`config.mk`:
```
export PLATFORM = sky130hd
export DESIGN_NAME = charge_status_led_sequencer_unit
export DESIGN_NICKNAME = d
export VERILOG_FILES = /design/src/rtl/csls_pkg.sv /design/src/rtl/charge_status_led_sequencer_unit.sv /design/src/rtl/csls_div.sv /design/src/rtl/csls_led_ctrl.sv
export SDC_FILE = /design/constraint.sdc
export NUM_CORES = 1
export LEC_CHECK = 0
export BUFFER_PORTS_ARGS = -buffer_cell sky130_fd_sc_hd__clkbuf_2
export CORE_MARGIN = 2
export CORE_UTILIZATION = 57
export CTS_BUF_LIST = sky130_fd_sc_hd__clkbuf_4
export CTS_CLUSTER_DIAMETER = 100
export CTS_CLUSTER_SIZE = 10
export DETAILED_ROUTE_END_ITERATION = 10
export PLACE_DENSITY_LB_ADDON = 0.2
export SYNTH_ARGS = -nofsm -noshare
export SYNTH_HDL_FRONTEND = slang
export SYNTH_SLANG_ARGS = --single-unit
```
`constraint.sdc`:
```
create_clock -name aclk -period 5.5 [get_ports aclk]
set_input_delay 0.55 -clock aclk [delete_from_list [all_inputs] [get_ports aclk]]
set_output_delay 0.55 -clock aclk [all_outputs]
set_load 0.02 [all_outputs]
```
`src/rtl/csls_pkg.sv`:
```
`default_nettype none
// ----------------------------------------------------------------------------
// csls_pkg
// Shared types and constants for the charge status LED sequencer.
// ----------------------------------------------------------------------------
package csls_pkg;

    localparam int MV_W       = 13;
    localparam int PCT_W      = 7;
    localparam int DIVIDEND_W = 20;
    localparam int QUO_W      = 9;
    localparam int STEP_W     = 4;
    localparam int DIV_SHIFT  = 8;
    localparam int IN_TDATA_W  = 24;
    localparam int OUT_TDATA_W = 16;
    localparam int PADDR_W     = 4;

    localparam logic [PCT_W-1:0] PCT_FULL     = 7'd100;
    localparam logic [7:0]       START_BLINKS = 8'd10;
    localparam logic [3:0]       PAUSE_TICKS  = 4'd8;

    // register indexes on the APB port
    localparam logic [1:0] REG_EMPTY_MV = 2'd0;
    localparam logic [1:0] REG_FULL_MV  = 2'd1;
    localparam logic [1:0] REG_LOW_PCT  = 2'd2;

    localparam logic [MV_W-1:0]  EMPTY_MV_RST = 13'd3300;
    localparam logic [MV_W-1:0]  FULL_MV_RST  = 13'd4200;
    localparam logic [PCT_W-1:0] LOW_PCT_RST  = 7'd5;

    typedef enum logic [1:0] {
        PAT_OFF    = 2'd0,
        PAT_ON     = 2'd1,
        PAT_START  = 2'd2,
        PAT_DOUBLE = 2'd3
    } pattern_t;

    typedef enum logic [2:0] {
        MODE_DISC = 3'd0,
        MODE_CONN = 3'd1,
        MODE_LOW  = 3'd2,
        MODE_CHG  = 3'd3,
        MODE_DONE = 3'd4
    } mode_t;

    typedef enum logic [1:0] {
        ST_IDLE,
        ST_PREP,
        ST_DIV,
        ST_APPLY
    } seq_state_t;

    typedef struct packed {
        logic            vibration_active;
        logic [MV_W-1:0] battery_mv;
        logic            supply_detect_pin;
        logic            charge_done_pin;
        logic            link_connected;
    } tick_in_t;

    typedef struct packed {
        logic [7:0] tick;
        pattern_t   pattern;
        logic       phase_on;
        logic [7:0] blink_count;
        logic [1:0] db_stage;
        logic [3:0] db_wait;
        mode_t      mode;
        mode_t      last_mode;
        logic       started;
        logic       level;
    } led_state_t;

    typedef struct packed {
        logic  stop_vibration;
        logic  start_charge_work;
        mode_t mode;
        logic  led_on;
    } led_result_t;

    function automatic led_state_t load_pattern(led_state_t s, pattern_t p);
        led_state_t r;
        r = s;
        if (p == PAT_START) begin
            r.blink_count = '0;
        end else if (p == PAT_DOUBLE) begin
            r.db_stage = '0;
        end
        r.phase_on = 1'b0;
        r.pattern  = p;
        r.tick     = '0;
        return r;
    endfunction

endpackage
`default_nettype wire

```
`src/rtl/charge_status_led_sequencer_unit.sv`:
```
`default_nettype none
// ----------------------------------------------------------------------------
// charge_status_led_sequencer_unit
// Per-tick LED pattern and system mode sequencer with battery percentage.
// ----------------------------------------------------------------------------
// One input transfer is one LED tick. The block takes one tick at a time:
// s_tready is high only while idle, and a tick occupies it through PREP,
// DIV (skipped when battery_empty_mv is not below battery_full_mv) and
// APPLY; DIV runs the nine-step bit-serial divider that forms the battery
// percentage. The result sits in an output register, so the next tick is
// taken while it waits; a result still stalled holds the next in APPLY.
module charge_status_led_sequencer_unit (
    input  wire logic                            aclk,
    input  wire logic                            aresetn,
    // [0] link_connected, [1] charge_done_pin, [2] supply_detect_pin,
    // [15:3] battery_mv, [16] vibration_active, [23:17] zero
    input  wire logic [csls_pkg::IN_TDATA_W-1:0]  s_tdata,
    input  wire logic                            s_tvalid,
    output logic                                 s_tready,
    // [0] led_on, [3:1] system_mode, [10:4] battery_percent,
    // [11] start_charge_work, [12] stop_vibration, [15:13] zero
    output logic [csls_pkg::OUT_TDATA_W-1:0]      m_tdata,
    output logic                                 m_tvalid,
    input  wire logic                            m_tready,
    input  wire logic                            psel,
    input  wire logic                            penable,
    input  wire logic                            pwrite,
    input  wire logic [csls_pkg::PADDR_W-1:0]     paddr,
    input  wire logic [31:0]                     pwdata,
    output logic [31:0]                          prdata,
    output logic                                 pready
);
    import csls_pkg::*;

    seq_state_t state_reg, state_next;

    logic [MV_W-1:0]  empty_mv_reg;
    logic [MV_W-1:0]  full_mv_reg;
    logic [PCT_W-1:0] low_pct_reg;

    tick_in_t         in_reg;
    logic [PCT_W-1:0] pct_reg, pct_next;
    logic [OUT_TDATA_W-1:0] m_tdata_reg;
    logic             m_tvalid_reg;

    logic             cfg_wr;
    logic [1:0]       reg_idx;

    logic [MV_W-1:0]       mv_diff;
    logic [DIVIDEND_W-1:0] dividend;
    logic [MV_W-1:0]       divisor;
    logic                  div_start;
    logic                  div_done;
    logic [QUO_W-1:0]      quotient;
    logic                  degenerate;
    logic                  apply_en;
    led_result_t           led_res;

    // ---------------- configuration ----------------
    assign pready  = 1'b1;
    assign reg_idx = paddr[3:2];
    assign cfg_wr  = psel && penable && pwrite && pready;

    always_ff @(posedge aclk) begin
        if (!aresetn) begin
            empty_mv_reg <= EMPTY_MV_RST;
            full_mv_reg  <= FULL_MV_RST;
            low_pct_reg  <= LOW_PCT_RST;
        end else if (cfg_wr) begin
            unique case (reg_idx)
                REG_EMPTY_MV: empty_mv_reg <= pwdata[MV_W-1:0];
                REG_FULL_MV:  full_mv_reg  <= pwdata[MV_W-1:0];
                REG_LOW_PCT:  low_pct_reg  <= pwdata[PCT_W-1:0];
                default: ;
            endcase
        end
    end

    always_comb begin
        unique case (reg_idx)
            REG_EMPTY_MV: prdata = 32'(empty_mv_reg);
            REG_FULL_MV:  prdata = 32'(full_mv_reg);
            REG_LOW_PCT:  prdata = 32'(low_pct_reg);
            default:      prdata = '0;
        endcase
    end

    // ---------------- percentage datapath ----------------
    assign degenerate = full_mv_reg <= empty_mv_reg;
    assign mv_diff    = (in_reg.battery_mv < empty_mv_reg) ? '0
                      : in_reg.battery_mv - empty_mv_reg;
    // x100 = x64 + x32 + x4
    assign dividend   = DIVIDEND_W'({mv_diff, 6'b0}) + DIVIDEND_W'({mv_diff, 5'b0})
                      + DIVIDEND_W'({mv_diff, 2'b0});
    assign divisor    = full_mv_reg - empty_mv_reg;
    assign div_start  = (state_reg == ST_PREP) && !degenerate;

    csls_div u_div (
        .aclk     (aclk),
        .aresetn  (aresetn),
        .start    (div_start),
        .dividend (dividend),
        .divisor  (divisor),
        .done     (div_done),
        .quotient (quotient)
    );

    csls_led_ctrl u_led (
        .aclk    (aclk),
        .aresetn (aresetn),
        .step_en (apply_en),
        .tick_in (in_reg),
        .pct     (pct_reg),
        .low_pct (low_pct_reg),
        .result  (led_res)
    );

    // ---------------- sequencer ----------------
    assign s_tready = (state_reg == ST_IDLE);
    assign apply_en = (state_reg == ST_APPLY) && (!m_tvalid_reg || m_tready);

    always_comb begin
        state_next = state_reg;
        pct_next   = pct_reg;
        unique case (state_reg)
            ST_IDLE: begin
                if (s_tvalid) begin
                    state_next = ST_PREP;
                end
            end
            ST_PREP: begin
                if (degenerate) begin
                    pct_next   = (in_reg.battery_mv > empty_mv_reg) ? PCT_FULL : '0;
                    state_next = ST_APPLY;
                end else begin
                    state_next = ST_DIV;
                end
            end
            ST_DIV: begin
                if (div_done) begin
                    pct_next   = (quotient > QUO_W'(PCT_FULL)) ? PCT_FULL
                               : quotient[PCT_W-1:0];
                    state_next = ST_APPLY;
                end
            end
            ST_APPLY: begin
                if (apply_en) begin
                    state_next = ST_IDLE;
                end
            end
            default: state_next = ST_IDLE;
        endcase
    end

    always_ff @(posedge aclk) begin
        if (!aresetn) begin
            state_reg <= ST_IDLE;
        end else begin
            state_reg <= state_next;
        end
    end

    always_ff @(posedge aclk) begin
        pct_reg <= pct_next;
        if (s_tvalid && s_tready) begin
            in_reg <= s_tdata[$bits(tick_in_t)-1:0];
        end
    end

    // ---------------- output register ----------------
    always_ff @(posedge aclk) begin
        if (!aresetn) begin
            m_tvalid_reg <= 1'b0;
        end else if (apply_en) begin
            m_tvalid_reg <= 1'b1;
        end else if (m_tready) begin
            m_tvalid_reg <= 1'b0;
        end
    end

    always_ff @(posedge aclk) begin
        if (apply_en) begin
            m_tdata_reg <= {3'b000, led_res.stop_vibration, led_res.start_charge_work,
                            pct_reg, led_res.mode, led_res.led_on};
        end
    end

    assign m_tvalid = m_tvalid_reg;
    assign m_tdata  = m_tdata_reg;

endmodule
`default_nettype wire

```
`src/rtl/csls_div.sv`:
```
`default_nettype none
// ----------------------------------------------------------------------------
// csls_div
// Restoring divider, one quotient bit per cycle, nine bits (saturation is
// left to the caller).
// ----------------------------------------------------------------------------
module csls_div (
    input  wire logic                          aclk,
    input  wire logic                          aresetn,
    input  wire logic                          start,
    input  wire logic [csls_pkg::DIVIDEND_W-1:0] dividend,
    input  wire logic [csls_pkg::MV_W-1:0]       divisor,
    output logic                               done,
    output logic [csls_pkg::QUO_W-1:0]           quotient
);
    import csls_pkg::*;

    localparam int DS_W = MV_W + DIV_SHIFT;

    logic [DIVIDEND_W-1:0] rem_reg;
    logic [DS_W-1:0]       ds_reg;
    logic [QUO_W-1:0]      q_reg;
    logic [STEP_W-1:0]     step_reg;
    logic                  busy_reg;
    logic                  done_reg;

    logic [DS_W-1:0]       rem_ext;
    logic [DS_W-1:0]       diff;
    logic                  ge;

    // shared compare/subtract
    assign rem_ext = DS_W'(rem_reg);
    assign ge      = rem_ext >= ds_reg;
    assign diff    = rem_ext - ds_reg;

    always_ff @(posedge aclk) begin
        if (!aresetn) begin
            busy_reg <= 1'b0;
            done_reg <= 1'b0;
        end else begin
            done_reg <= 1'b0;
            if (start) begin
                busy_reg <= 1'b1;
                rem_reg  <= dividend;
                ds_reg   <= {divisor, {DIV_SHIFT{1'b0}}};
                q_reg    <= '0;
                step_reg <= STEP_W'(DIV_SHIFT);
            end else if (busy_reg) begin
                if (ge) begin
                    rem_reg <= diff[DIVIDEND_W-1:0];
                end
                q_reg  <= {q_reg[QUO_W-2:0], ge};
                ds_reg <= ds_reg >> 1;
                if (step_reg == '0) begin
                    busy_reg <= 1'b0;
                    done_reg <= 1'b1;
                end else begin
                    step_reg <= step_reg - 1'b1;
                end
            end
        end
    end

    assign done     = done_reg;
    assign quotient = q_reg;

endmodule
`default_nettype wire

```
`src/rtl/csls_led_ctrl.sv`:
```
`default_nettype none
// ----------------------------------------------------------------------------
// csls_led_ctrl
// LED pattern sequencer and system mode tracker, advanced once per tick.
// ----------------------------------------------------------------------------
module csls_led_ctrl (
    input  wire logic                      aclk,
    input  wire logic                      aresetn,
    input  wire logic                      step_en,
    input  wire csls_pkg::tick_in_t        tick_in,
    input  wire logic [csls_pkg::PCT_W-1:0] pct,
    input  wire logic [csls_pkg::PCT_W-1:0] low_pct,
    output csls_pkg::led_result_t          result
);
    import csls_pkg::*;

    led_state_t st_reg;
    led_state_t st_next;

    always_comb begin
        led_state_t s;
        logic       strobe_chg;
        logic       strobe_stop;
        s           = st_reg;
        strobe_chg  = 1'b0;
        strobe_stop = 1'b0;
        s.tick      = st_reg.tick + 8'd1;

        case (s.pattern)
            PAT_OFF: s.level = 1'b0;
            PAT_ON:  s.level = 1'b1;
            PAT_START: begin
                if (!s.tick[0]) begin
                    if (!s.phase_on) begin
                        s.level    = 1'b1;
                        s.phase_on = 1'b1;
                    end else begin
                        s.level       = 1'b0;
                        s.phase_on    = 1'b0;
                        s.blink_count = s.blink_count + 8'd1;
                    end
                    if (s.blink_count > START_BLINKS) begin
                        case (s.mode)
                            MODE_DISC: s = load_pattern(s, PAT_OFF);
                            MODE_LOW:  s = load_pattern(s, PAT_DOUBLE);
                            default:   s = load_pattern(s, PAT_ON);
                        endcase
                    end
                end
            end
            default: begin
                if (s.db_stage < 2'd2) begin
                    if (!s.phase_on) begin
                        s.level    = 1'b1;
                        s.phase_on = 1'b1;
                    end else begin
                        s.level    = 1'b0;
                        s.phase_on = 1'b0;
                        s.db_stage = s.db_stage + 2'd1;
                        s.db_wait  = '0;
                    end
                end else if (s.db_stage == 2'd2) begin
                    s.db_wait = s.db_wait + 4'd1;
                    if (s.db_wait > PAUSE_TICKS) begin
                        s.db_stage = '0;
                    end
                end
            end
        endcase

        // mode check every fourth tick
        if (s.tick[1:0] == 2'b00) begin
            if (s.started && s.pattern != PAT_START) begin
                s.mode = tick_in.link_connected ? MODE_CONN : MODE_DISC;
                if (!tick_in.charge_done_pin && !tick_in.supply_detect_pin) begin
                    s.mode = MODE_DONE;
                end else if (!tick_in.supply_detect_pin) begin
                    s.mode = MODE_CHG;
                end else if (pct < low_pct) begin
                    s.mode = MODE_LOW;
                end
            end
            if (s.last_mode != s.mode) begin
                s.last_mode = s.mode;
                case (s.mode)
                    MODE_DISC: s = load_pattern(s, PAT_OFF);
                    MODE_LOW:  s = load_pattern(s, PAT_DOUBLE);
                    MODE_CHG: begin
                        s          = load_pattern(s, PAT_ON);
                        strobe_chg = 1'b1;
                    end
                    MODE_DONE: s = load_pattern(s, PAT_OFF);
                    default:   s = load_pattern(s, PAT_ON);
                endcase
                strobe_stop = (s.mode != MODE_CHG) && tick_in.vibration_active;
            end
            if (!s.started) begin
                s.started = 1'b1;
                s         = load_pattern(s, PAT_START);
            end
        end

        st_next                  = s;
        result.led_on            = s.level;
        result.mode              = s.mode;
        result.start_charge_work = strobe_chg;
        result.stop_vibration    = strobe_stop;
    end

    always_ff @(posedge aclk) begin
        if (!aresetn) begin
            st_reg <= '{tick: '0, pattern: PAT_OFF, phase_on: 1'b0, blink_count: '0,
                        db_stage: '0, db_wait: '0, mode: MODE_DISC,
                        last_mode: MODE_DISC, started: 1'b0, level: 1'b0};
        end else if (step_en) begin
            st_reg <= st_next;
        end
    end

endmodule
`default_nettype wire

```
# ---- Word-level counts from Yosys, hierarchy flattened
# Index checks and enable logic that the tools add are counted.
dict set report totals {
  wordCells 166
  latch_bits 0
  in_bits 67
  register_bits 162
  mem_bits_ro 0
  n_memories 0
  ram_bits 0
  output_inout_bits 51
}
dict set report classes {
  add_sub_neg 10
  multipliers 0
  magnitude_cmp 9
  shift 0
  n_reduce_logical 36
  eq_ne 20
  div_mod_pow 0
  n_mux 59
  bitwise 2
}
# op count
set op_table {}
lappend op_table {{$mux 33} 8}
lappend op_table {{$pmux 25 s2} 2}
lappend op_table {{$mux 20} 3}
lappend op_table {{$mux 21} 2}
lappend op_table {{$pmux 13 s3} 1}
lappend op_table {{$mux 7} 5}
lappend op_table {{$mux 8} 4}
lappend op_table {{$sub 13x13->13} 2}
lappend op_table {{$ge 20x21->1} 1}
lappend op_table {{$add 19x18->20} 1}
lappend op_table {{$add 20x15->20} 1}
lappend op_table {{$sub 20x20->20} 1}
lappend op_table {{$mux 6} 3}
lappend op_table {{$add 8x1->8 const B} 2}
lappend op_table {{$mux 3} 5}
lappend op_table {{$pmux 7 s2} 1}
lappend op_table {{$gt 13x13->1} 1}
lappend op_table {{$le 13x13->1} 1}
lappend op_table {{$lt 13x13->1} 1}
lappend op_table {{$mux 13} 1}
lappend op_table {{$mux 1} 12}
lappend op_table {{$pmux 6 s2} 1}
lappend op_table {{$reduce_and 3->1} 4}
lappend op_table {{$eq 2x2->1 const B} 5}
lappend op_table {{other kinds (33)} 68}

# ---- Logic depth before layout (Yosys ltp)
dict set report depth {
  depth_word 21
  mapped_depth 26
}

# ---- By module
# Synthesis repeated with hierarchy kept, for this count alone.
dict set report unflattened {
  hier_cells 1185
  area_unflattened_um2 10659.0
}
# mod cells_each n_inst area_each_um2 seq_area_each_um2
set by_module_without_submodules {}
lappend by_module_without_submodules {charge_status_led_sequencer_unit 590 1 5296.3 1831.8}
lappend by_module_without_submodules {csls_div 335 1 3384.5 1661.6}
lappend by_module_without_submodules {csls_led_ctrl 260 1 1978.1 540.5}

# ---- Least setup slack after synthesis
# No wires, ideal clock.
dict set report synth_path {
  path_kind {register to register}
  from {reg empty_mv_reg[1]}
  to {reg u_div.rem_reg[18] (data pin)}
  setup_slack_ns 0.540
  stages_incl_launch_ff 27
  path_buffers 1
  t_required_ns 5.244
  t_arrival_ns 4.704
  cell_sequence {dfxtp_1 -> inv_1 -> ha_1 -> nor2b_1 -> o21ai_0 -> a21boi_0 -> o21ai_0 -> a21oi_1 -> o21ai_0 -> a21oi_1 -> a31o_2 -> clkbuf_1 -> and2_1 -> inv_1 -> fa_1 -> inv_1 -> ha_1 -> a21o_1 -> a21oi_1 -> o21bai_1 -> a21oi_1 -> nor2b_1 -> o2111ai_1 -> a31oi_1 -> xnor2_1 -> nor2_1 -> a31o_2}
}
dict set report synth_via {
  elab_chain_len 5
  elab_cells_between_ends 9
  cone_classes {add/sub: 3; order compare: 2; mux: 2; reduce/logical: 2}
}
# item line_no
set synth_rtl {}
lappend synth_rtl {{start, declared} charge_status_led_sequencer_unit.sv:37} ;# logic [MV_W-1:0] empty_mv_reg;
lappend synth_rtl {{start signal, assigned} charge_status_led_sequencer_unit.sv:71} ;# REG_EMPTY_MV: empty_mv_reg <= pwdata[MV_W-1:0];
lappend synth_rtl {{$sub 13x13->13 / $lt 13x13->1 (equally long branches)} {charge_status_led_sequencer_unit.sv:91, charge_status_led_sequencer_unit.sv:90}}
lappend synth_rtl {{$mux 13} charge_status_led_sequencer_unit.sv:90} ;# assign mv_diff = (in_reg.battery_mv < empty_mv_reg) ? '0
lappend synth_rtl {{$add 19x18->20} charge_status_led_sequencer_unit.sv:93} ;# assign dividend = DIVIDEND_W'({mv_diff, 6'b0}) + DIVIDEND_W'({mv_diff, 5'b0})
lappend synth_rtl {{$add 20x15->20} charge_status_led_sequencer_unit.sv:94} ;# + DIVIDEND_W'({mv_diff, 2'b0});
lappend synth_rtl {{$mux 20 *} csls_div.sv:42} ;# if (start) begin
lappend synth_rtl {{end signal, assigned} csls_div.sv:44} ;# rem_reg <= dividend;
lappend synth_rtl {{end signal, assigned} csls_div.sv:50} ;# rem_reg <= diff[DIVIDEND_W-1:0];
lappend synth_rtl {{end, declared} csls_div.sv:20} ;# logic [DIVIDEND_W-1:0] rem_reg;
# Mark *: on every way between the ends. The rest lies on a longest branch, timed or not.
# A chain may end at the register's enable or synchronous reset.

# ---- Worst setup path in the final report
# Same ends and word-level chain as after synthesis.

==> impl_metrics.json <==
{
  "cts_buffers": 17,
  "yosys_most_used_dff": "edfxtp_1",
  "start_util_pct": 58.2,
  "fin_cells": 1427,
  "cp_data_required_time_ns": 5.84,
  "max_freq_ghz": 0.199,
  "ant_nets": 0,
  "synth_edf_count": 91,
  "synthTopCellsByCount": "nand2_1 (131), nor2_1 (106), inv_1 (100), edfxtp_1 (91), a21oi_1 (83)",
  "placement.io_buffers": 66,
  "hold_depth": 1,
  "timing.rr.end": "u_div.rem_reg[18]",
  "powerDensity_nw_per_um2": 405,
  "slew_viol_final": 0,
  "grt_max_degree": 52,
  "hold_path_class": "input port to register",
  "fin_nets": 1348,
  "worstHoldStart": "s_tdata[16]",
  "period_minus_slack_ns": 5.01,
  "skew_ns": 0.0266,
  "place.gp.congestion": 0.894,
  "drive_above_1_share_pct": 12.1,
  "largest_register_ffs": 27,
  "core_sq_um": 17300,
  "cts.sinks": 156,
  "tns_ns": 0,
  "ys_types": 72,
  "async_flop_share_pct": 0,
  "min_to": "in_reg[16]",
  "reg2reg_slack_ns": 0.49,
  "end_kind": "register",
  "start_kind": "register",
  "worstSkewPairLatency_ns": 0.57,
  "cp-startpoint": "empty_mv_reg[1]",
  "clockRootBuffer": "clkbuf_4",
  "worstMarginPinSlew_ns": 1.19,
  "clk_pin_slew_ns": 0.15,
  "synth_top_area_cell": "edfxtp_1",
  "synthTopCellsByArea": "edfxtp_1 (27%), dfxtp_1 (13%), ha_1 (10%), nand2_1 (4.9%), a21oi_1 (4.1%)",
  "p_leak_nw": 4.67,
  "ys_ff_latch": 156,
  "rows": 48,
  "routed_wl_um": 22400,
  "cp_slowest_cell": "fa_1",
  "postSynthCellCount": 1129,
  "ff2ff_path_depth": 25,
  "cts_tree": "done",
  "worstReg2RegStart": "empty_mv_reg[1]",
  "synth_most_common_cell": "nand2_1",
  "post-place-cells": 1393,
  "setup_viol": 0,
  "io_pins": 118,
  "peakVddDrop_v": 0.000201,
  "ys_warn_count": 0,
  "cts_hold_buffers": 0,
  "antenna_found_initial": 0,
  "critPathTopFamily": "compound AO/OA/AOI/OAI gates",
  "die_h_um": 137,
  "die_w_um": 137,
  "critical_path_class": "register to register",
  "avgSynthCellArea_sq_um": 8.92,
  "dieArea_sq_um": 18800,
  "slew_headroom_pct": 20.1,
  "post-route-period-util_pct": 91.2,
  "grt_pass1_vias": 7268,
  "post_drt_wl_per_cell_um": 15.7,
  "grt_pass1_wl_um": 35700,
  "synth_top_area_share_pct": 27.1,
  "grt_overflow": 0,
  "syn_area_sq_um": 10100,
  "worstPathArrival_ns": 5.35,
  "status": "finished, final reports clean",
  "drv_cap": 0,
  "h-tree-depth": 4,
  "drc": 0,
  "drt_iter0_drc": 501,
  "slowest_delay_ns": 0.40,
  "hold_viol_final": 0,
  "yosysSeqAreaShare_pct": 40.0,
  "ctsLongestPathBuffers": 2,
  "crit_buf_inv": 2,
  "hpwlAfterDp_um": 17100,
  "crit_fanout": 5,
  "routed_via_density": 5.60,
  "dr.pass1.iters": 5,
  "n_antenna_cell": 0,
  "vias": 7997,
  "area_growth_pct": 8.38,
  "grt.total_usage_pct": 24.4
}
cell families (layout without fill, tap and decap cells):
logic type	count (synthesis)	count (layout)	share of synthesized area, %
AO/OA/AOI/OAI	248	248	15.2
XOR/XNOR	45	45	3.91
adder cells (fa/ha/maj)	92	92	12.2
buffers and inverters	158	210	6.78
flip-flops	156	156	40.0
multiplexers	32	32	3.32
other	2	23	0.0746
AND/OR/NAND/NOR	396	396	18.4
area by class of cell:
cell class / instances / area, sq um
Clock buffer: 18 / 135
Clock inverter: 14 / 183
Fill cell: 1486 / 6380
Inverter: 101 / 379
Multi-Input combinational cell: 836 / 5490
Sequential cell: 156 / 4030
Tap cell: 225 / 282
Timing Repair Buffer: 77 / 413
how the worst max path moves through the flow:
stage | end | slack (ns) | depth (start not counted)
2_1_floorplan | u_div.rem_reg[18] | 0.54 | 26
3_3_place_gp | u_div.rem_reg[18] | 0.28 | 24
3_5_place_dp | u_div.rem_reg[18] | 0.21 | 24
4_1_cts | u_div.rem_reg[18] | 0.17 | 24
5_1_grt | u_div.rem_reg[18] | -0.006 | 25
6_report | u_div.rem_reg[18] | 0.49 | 25
routing by layer:
metal  part of all wire [%]  GRT usage (%)  vias up
li1                       -              -     4018
met1                     46           33.5     3723
met2                     47           39.3      230
met3                    5.2           4.85       26
met4                    1.9           6.59        0
met5                      0              0        -
worst reg2reg max path, delay by kind of cell, from the launching register on:
kind / cells / cell delay, ns
flops: 1 / 0.36
fa+ha+maj: 4 / 1.22
compound gates: 14 / 2.46
simple gates: 4 / 0.35
xor+xnor: 1 / 0.15
buf+inv: 2 / 0.23
repair_timing:
item,4_1_cts,5_1_grt
gates resized for setup,0,11
setup buffers,0,2
endpoints found under the setup margin,0,6
power breakdown:
group          switching [mW]  internal, mW  leakage, nW  total, mW
registers              0.0866          1.55         1.38       1.63
clock network           0.442         0.331        0.174      0.774
logic                    1.18         0.836         3.11       2.02
metrics by stage:
stage	setup WS (ns)	instance area (sq um)	hold WS [ns]	util, %	total power [mW]
finish	0.486	10900	0.155	63.1	4.42
global route	-0.00553	10900	0.113	63.1	4.78
CTS	0.172	10900	0.123	62.8	4.42
detailed placement	0.207	10500	0.453	60.9	3.64
global placement	0.285	10500	0.454	60.9	3.60
floorplan	0.540	10200	0.417	-	3.21
placed cells by master (no fill, tap or decap), types with 17 or more instances in the layout:
| cell type | netlist | final |
|---|---|---|
| nor3_1 | 28 | 26 |
| o21ai_0 | 61 | 60 |
| xor2_1 | 21 | 21 |
| clkbuf_4 | 0 | 18 |
| nor2b_1 | 20 | 20 |
| clkbuf_2 | 0 | 66 |
| a21oi_1 | 83 | 80 |
| xnor2_1 | 24 | 24 |
| ha_1 | 81 | 81 |
| and2_1 | 17 | 17 |
| nand2_1 | 131 | 131 |
| inv_1 | 100 | 100 |
| nand3_1 | 25 | 25 |
| edfxtp_1 | 91 | 91 |
| dfxtp_1 | 65 | 65 |
| conb_1 | 2 | 23 |
| mux2i_1 | 26 | 26 |
| nor2_1 | 106 | 105 |
Note: power is estimated with default switching activity, not from simulation.
